$ cat src/sv/vgp_pkg.sv
package vgp_pkg;

  localparam int EXP_TABLE_DEPTH = 256;
  localparam int EXP_STEPS = (EXP_TABLE_DEPTH > 1) ? EXP_TABLE_DEPTH - 1 : 1;
  localparam int IDX_W = $clog2(EXP_TABLE_DEPTH);
  // index sum: 20-bit argument times EXP_STEPS plus rounding bias
  localparam int IDXP_W = 21 + IDX_W;

  localparam int unsigned Q_ONE = 65536;
  localparam int unsigned EXP_ARG_MAX = 8 * Q_ONE;
  localparam int unsigned EXP_BIAS = 4 * Q_ONE;

  localparam logic signed [31:0] Q_HALF = 32'sd32768;
  localparam logic signed [31:0] S32_MAX = 32'sh7fffffff;
  localparam logic signed [31:0] S32_MIN = 32'sh80000000;
  localparam logic signed [63:0] S64_HI = 64'sd2147483647;
  localparam logic signed [63:0] S64_LO = -64'sd2147483648;

  // register indexes on the configuration port
  localparam logic [2:0] REG_BASE_GAIN       = 3'd0;
  localparam logic [2:0] REG_EXTRA_GAIN      = 3'd1;
  localparam logic [2:0] REG_GAIN_SHAPE      = 3'd2;
  localparam logic [2:0] REG_INTEGRAL_GAIN   = 3'd3;
  localparam logic [2:0] REG_DERIVATIVE_GAIN = 3'd4;
  localparam logic [2:0] REG_WINDUP_GAIN     = 3'd5;
  localparam logic [2:0] REG_OUT_MAX         = 3'd6;
  localparam logic [2:0] REG_OUT_MIN         = 3'd7;

  // datapath operations
  typedef logic [3:0] op_t;
  localparam op_t OP_NOP    = 4'd0;
  localparam op_t OP_ERR    = 4'd1;
  localparam op_t OP_INDEX  = 4'd2;
  localparam op_t OP_GINV   = 4'd3;
  localparam op_t OP_KP     = 4'd4;
  localparam op_t OP_UP     = 4'd5;
  localparam op_t OP_ACC    = 4'd6;
  localparam op_t OP_UI     = 4'd7;
  localparam op_t OP_UD     = 4'd8;
  localparam op_t OP_PRE    = 4'd9;
  localparam op_t OP_FINISH = 4'd10;
  localparam op_t OP_CLEAR  = 4'd11;

  // multiplier operand pairs
  typedef logic [2:0] mul_sel_t;
  localparam mul_sel_t MS_NONE       = 3'd0;
  localparam mul_sel_t MS_SHAPE_MAG  = 3'd1;
  localparam mul_sel_t MS_EXTRA_GINV = 3'd2;
  localparam mul_sel_t MS_KP_ERR     = 3'd3;
  localparam mul_sel_t MS_KI_UP      = 3'd4;
  localparam mul_sel_t MS_KW_CLAMP   = 3'd5;
  localparam mul_sel_t MS_KD_DP      = 3'd6;

  typedef logic [3:0] step_t;
  localparam step_t STEP_CLEAR = 4'd15;

  typedef struct packed {
    op_t      op;
    mul_sel_t mul_sel;
    logic     jump_clear;
    step_t    target;
    logic     last;
  } uword_t;

  typedef struct packed {
    logic     fire;
    op_t      op;
    mul_sel_t mul_sel;
    logic     last;
  } ctrl_t;

  typedef struct packed {
    logic signed [31:0] base_gain;
    logic signed [31:0] extra_gain;
    logic [30:0]        gain_shape;
    logic signed [31:0] integral_gain;
    logic signed [31:0] derivative_gain;
    logic signed [31:0] windup_gain;
    logic signed [31:0] out_max;
    logic signed [31:0] out_min;
  } cfg_t;

  typedef logic [EXP_TABLE_DEPTH-1:0][16:0] exp_rom_t;

  // exp(-8*i/EXP_STEPS) in unsigned Q1.16, built from a Q2.30 step factor
  function automatic exp_rom_t build_exp_rom();
    logic [63:0] h;
    logic [63:0] term;
    logic [63:0] r;
    longint      q;
    exp_rom_t    rom;
    h = (64'd8 << 30) / 64'(EXP_STEPS);
    term = 64'd1 << 30;
    q = longint'(64'd1 << 30);
    r = 64'd1 << 30;
    for (int k = 1; k <= 24; k++) begin
      term = ((term * h) >> 30) / 64'(k);
      if ((k % 2) == 1) q = q - longint'(term);
      else q = q + longint'(term);
    end
    if (q < 0) q = 0;
    for (int i = 0; i < EXP_TABLE_DEPTH; i++) begin
      rom[i] = 17'((r + (64'd1 << 13)) >> 14);
      r = (r * 64'(q) + (64'd1 << 29)) >> 30;
    end
    return rom;
  endfunction

  localparam exp_rom_t EXP_ROM = build_exp_rom();

  function automatic logic signed [31:0] sat32(input logic signed [63:0] v);
    if (v > S64_HI) return S32_MAX;
    else if (v < S64_LO) return S32_MIN;
    return 32'(v);
  endfunction

  // microprogram
  function automatic uword_t ucode(input step_t step);
    uword_t uw;
    uw = '{op: OP_NOP, mul_sel: MS_NONE, jump_clear: 1'b0, target: '0, last: 1'b0};
    unique case (step)
      4'd0:  begin
        uw.op = OP_ERR;
        uw.mul_sel = MS_SHAPE_MAG;
        uw.jump_clear = 1'b1;
        uw.target = STEP_CLEAR;
      end
      4'd1:  uw.op = OP_INDEX;
      4'd2:  uw.op = OP_GINV;
      4'd3:  uw.mul_sel = MS_EXTRA_GINV;
      4'd4:  uw.op = OP_KP;
      4'd5:  uw.mul_sel = MS_KP_ERR;
      4'd6:  uw.op = OP_UP;
      4'd7:  uw.mul_sel = MS_KI_UP;
      4'd8:  uw.op = OP_ACC;
      4'd9:  uw.mul_sel = MS_KW_CLAMP;
      4'd10: uw.op = OP_UI;
      4'd11: uw.mul_sel = MS_KD_DP;
      4'd12: uw.op = OP_UD;
      4'd13: uw.op = OP_PRE;
      4'd14: begin
        uw.op = OP_FINISH;
        uw.last = 1'b1;
      end
      STEP_CLEAR: begin
        uw.op = OP_CLEAR;
        uw.last = 1'b1;
      end
      default: uw.op = OP_NOP;
    endcase
    return uw;
  endfunction

endpackage

$ cat src/sv/vgp_seq.sv
module vgp_seq (
  input  logic           clk,
  input  logic           rst,
  input  logic           start,
  input  logic           func,
  input  logic           out_free,
  output logic           busy,
  output vgp_pkg::ctrl_t ctrl
);
  import vgp_pkg::*;

  step_t  step;
  step_t  step_next;
  logic   func_r;
  logic   hold;
  uword_t uw;

  assign uw = ucode(step);
  // hold the final step until the output register is free
  assign hold = uw.last && !out_free;
  assign step_next = (uw.jump_clear && func_r) ? uw.target : step + 4'd1;

  assign ctrl.fire = busy && !hold;
  assign ctrl.op = uw.op;
  assign ctrl.mul_sel = uw.mul_sel;
  assign ctrl.last = uw.last;

  always_ff @(posedge clk) begin
    if (rst) begin
      busy <= 1'b0;
      step <= '0;
      func_r <= 1'b0;
    end else if (start) begin
      busy <= 1'b1;
      step <= '0;
      func_r <= func;
    end else if (ctrl.fire) begin
      if (uw.last) busy <= 1'b0;
      else step <= step_next;
    end
  end

  a_hold_step: assert property (@(posedge clk) disable iff (rst)
    busy && !ctrl.fire |=> $stable(step) && busy)
    else $error("step moved while held");
  a_last_idle: assert property (@(posedge clk) disable iff (rst)
    ctrl.fire && ctrl.last |=> !busy)
    else $error("sequencer still busy after last step");
  a_fire_busy: assert property (@(posedge clk) disable iff (rst)
    ctrl.fire |-> busy && !start)
    else $error("step fired while idle");

endmodule

$ cat config.mk
export PLATFORM = sky130hd
export DESIGN_NAME = vgp_seq
export DESIGN_NICKNAME = d
export VERILOG_FILES = /design/src/sv/vgp_pkg.sv /design/src/sv/vgp_seq.sv
export SDC_FILE = /design/constraint.sdc
export NUM_CORES = 1
export LEC_CHECK = 0
export CORE_MARGIN = 8
export CORE_UTILIZATION = 30
export CTS_CLUSTER_SIZE = 8
export DETAILED_ROUTE_END_ITERATION = 12
export DONT_BUFFER_PORTS = 1
export PLACE_DENSITY = 0.55
export SYNTH_ARGS = -nofsm -noshare
export SYNTH_HDL_FRONTEND = slang
export SYNTH_SLANG_ARGS = --single-unit
export TNS_END_PERCENT = 100
$ cat constraint.sdc
create_clock -name clk -period 2.2 [get_ports clk]
set_input_delay 0.22 -clock clk [delete_from_list [all_inputs] [get_ports clk]]
set_output_delay 0.22 -clock clk [all_outputs]
set_load 0.005 [all_outputs]
# Word level (Yosys, flattened, before mapping)
# Cells that the tools add are included.
# classes
add_sub_neg	1
multipliers	0
n_div	0
magnitude_cmp	0
eq_ne	15
shifts	0
mux	8
n_bitwise	1
n_reduce_logical	12
# op_table
cell	count
4-bit one-hot mux with 11 select lines	1
4-bit equality test, second input constant	8
3-bit one-hot mux with 6 select lines	1
4-bit by 3-bit equality test with 1-bit output, second input constant	4
4-bit by 2-bit equality test with 1-bit output, second input constant	2
5-bit 2-to-1 mux	1
4-bit by 1-bit adder with 4-bit output, second input constant	1
4-bit by 1-bit equality test with 1-bit output, second input constant	1
4-bit logical NOT	1
1-bit 2-to-1 mux	4
4-bit 2-to-1 mux	1
2-bit AND reduction	2
2-bit nonzero test	2
2-bit OR reduction	2
1-bit logical AND	3
1-bit logical NOT	2
1-bit inverter	1
# totals
regBits	6
latchBits	0
mem_bits_rw	0
mem_bits_ro	0
inputBits	5
out_inout_bits	10
word_cells	40
n_memories	0

# Logic depth before layout (Yosys ltp)
# depth
word_depth	8
ltp_mapped	6
mapped_depth_nobuf	6

# Worst setup path before layout
# No wires, ideal clock.
# synth_path
path_kind	register to register
start	register step[0]
end	register step[0]
setup_time_ns	0.119
arrival_time_ns	1.334
setup_slack_ns	0.747
stages_incl_launch_ff	7
path_buffers	0
period_less_slack_ns	1.453
cell_sequence	dfxtp_1 inv_1 ha_1 o211ai_2 inv_2 nor3_1 nor3_1
# synth_lines
item	line_no	source
from (decl)	vgp_seq.sv:12	step_t step;
from (signal assigned)	vgp_seq.sv:39	else step <= step_next;

==> results.toml <==
[synth]
netlist_instances = 64
yosysTopAreaCell = "dfxtp_1"
ys_ff_latch = 6
syn-num-nets = 75
seq_area_frac_synth_pct = 23.2
synth_area_um2 = 518
postSynthAreaPerCell_um2 = 8.09
yosysWarnings = 0
ys_top_cells_by_area = "dfxtp_1 (23%), ha_1 (14%), nor2_1 (8.0%)"
ys_types = 29
synth.top_cell.area_share_pct = 23.2

[clocking]
cts_max_level = 1
ctsHoldBuffers = 0
cts.sinks = 6
cts.clk_slew.worst_paths_ns = 0.04
clockRootBuffer = "clkbuf_4"
clockBufferDepth = 2
ctsResizeCount = 0
cts_tree = "done"
post_cts_buffers = 0
clkLatencyLatePin_ns = 0.24
numCtsBuffers = 3

[pwr]
power_density_mw_per_mm2 = 477
vdd_drop_max_v = 0.000202
leakage_nw = 0.222

[final_layout]
fill_cells = 178
nNetsFinal = 77
drive_above_1_share_pct = 15.6
num_antenna_cells = 0
final_cells = 81
synthToLayoutAreaGrowth_pct = 4.59
final_common_cell = "nor2_1"
final_cell_mix = "nor2_1 (11), ha_1 (6), dfxtp_1 (6), a21oi_1 (5), inv_1 (4)"

[global_route]
grt_start_max_net_pins = 14
grt_overflow = 0
grt_pass1_wl_um = 1910
antenna_found_initial = 0
grt_util_all_layers_pct = 7.41
grt_pass1_vias = 413

[sta]
fin_tns_setup_ns = 0
slew-limit-headroom_pct = 70.6
worst_pin_slew_ns = 0.441
clock_skew_ns = 0.00134
setup_viol = 0
slew_violations = 0
timing.fmax_mhz = 553
min_period_ns = 1.81
post-route-period-util_pct = 82.2
rsz0062_at_grt = "no"
hold_viol = 0

[worst_setup_path]
cp.required_ns = 1.98
worst-setup-path-type = "flop to output port"
slowest_stage = "dfxtp_1"
arrival_ns = 1.59
crit_path_cell_trace = "inv_1, ha_1, o211ai_2, o21a_1"
crit_path_max_incr_delay_ns = 0.43
cp-end-kind = "output port"
path_buf_inv = 1
cpLargestDelayFamily = "compound AO/OA/AOI/OAI gates"
startpoint_type = "flop"
crit_fanout = 7

[floorplanning]
die_w_um = 57.6
pin_count = 15
fp.coreArea_mm2 = 0.00167
die_y_um = 57.6
dieArea_mm2 = 0.00331
rows = 15
initial_core_util_pct = 31.0

[drt]
wl_per_cell_um = 13.3
met3_length_um = 43
via_count = 447
wirelength_um = 1080
drtAntennaViolNets = 0
met2_length_um = 571
vias_per_cell = 5.52
firstDrtPassIters = 2
first_iter_violations = 9
met1_length_um = 463
routed.top_layer = "met3"
drc = 0

[placement]
dp.cells = 78
numPortBuffers = 0
dp_hpwl_um = 866
gp_congestion = 0.724

[status]
status = "finished clean"

[min_path]
hp-class = "input port to flop"

[run]
max_cap_viol_count = 0
area by class of cell:
type / instances / area [µm²] / area share [%]
multi-input combinational: 49 / 355 / 65.6
clock buffer: 3 / 22.5 / 4.16
inverter: 6 / 22.5 / 4.16
sequential: 6 / 120 / 22.2
tap: 17 / 21.3 / 3.93
Yosys cell counts:
| cell type | count |
|---|---|
| nor2b_1 | 1 |
| o2bb2ai_1 | 1 |
| o21ai_1 | 1 |
| o221ai_1 | 1 |
| a211oi_1 | 2 |
| o22a_1 | 1 |
| buf_4 | 2 |
| buf_2 | 1 |
| nor2_1 | 11 |
| mux2i_1 | 1 |
| a22o_1 | 1 |
| nand2_1 | 3 |
| o21a_1 | 1 |
| and4_4 | 1 |
| a311oi_1 | 2 |
| o22ai_1 | 2 |
| dfxtp_1 | 6 |
| ha_1 | 6 |
| o22a_2 | 1 |
| a311oi_2 | 1 |
| o211ai_2 | 1 |
| a21oi_1 | 5 |
| inv_2 | 2 |
| and4b_1 | 1 |
| nor3_1 | 2 |
| nand2b_1 | 1 |
| and4bb_1 | 1 |
| or2_2 | 1 |
| inv_1 | 4 |
metal layers:
layer | track usage [%] | vias up
met2 | 12.5 | 6
li1 | - | 238
met5 | 0 | -
met4 | 3.21 | 0
met3 | 3.81 | 0
met1 | 7.43 | 203
sequential cells by signal, summed over array words and instances (netlist names):
| name | flops |
|---|---|
| step | 4 |
| func_r | 1 |
| busy | 1 |
logic make-up (layout without fill, tap and decap cells):
logic type      after synthesis  after routing  synth area share (%)
buf+inv                       9              9                  8.21
mux                           1              1                  1.93
flops                         6              6                  23.2
simple gates                 22             22                  22.2
compound gates               20             20                  29.9
fa+ha+maj                     6              6                  14.5
final timing paths:
kind,start,end,slack (ns),cells past startpoint
worst max-delay path,step[0],ctrl[8],0.39,4
worst min register to register,func_r,func_r,0.50,2
worst max register to register,step[0],step[0],0.55,6
worst min-delay path,rst,func_r,0.05,1
stage by stage:
stage                     area [µm²]  util (%)  total power, W  setup slack (ns)  hold slack (ns)
after floorplan                  518         -        0.000158             0.747            0.292
after global placement           519      31.1        0.000165             0.632            0.294
after detailed placement         519      31.1        0.000166             0.554            0.296
after CTS                        542      32.4        0.000266             0.388           0.0389
after global routing             542      32.4        0.000289             0.243           0.0214
final                            542      32.4        0.000258             0.392           0.0505
power by group:
group	total, W	internal (W)	switching, W
logic	0.0000403	0.0000184	0.0000219
registers	0.000123	0.000114	0.00000873
clock network	0.0000956	0.0000613	0.0000343
Power figures use the tool's default switching activity.
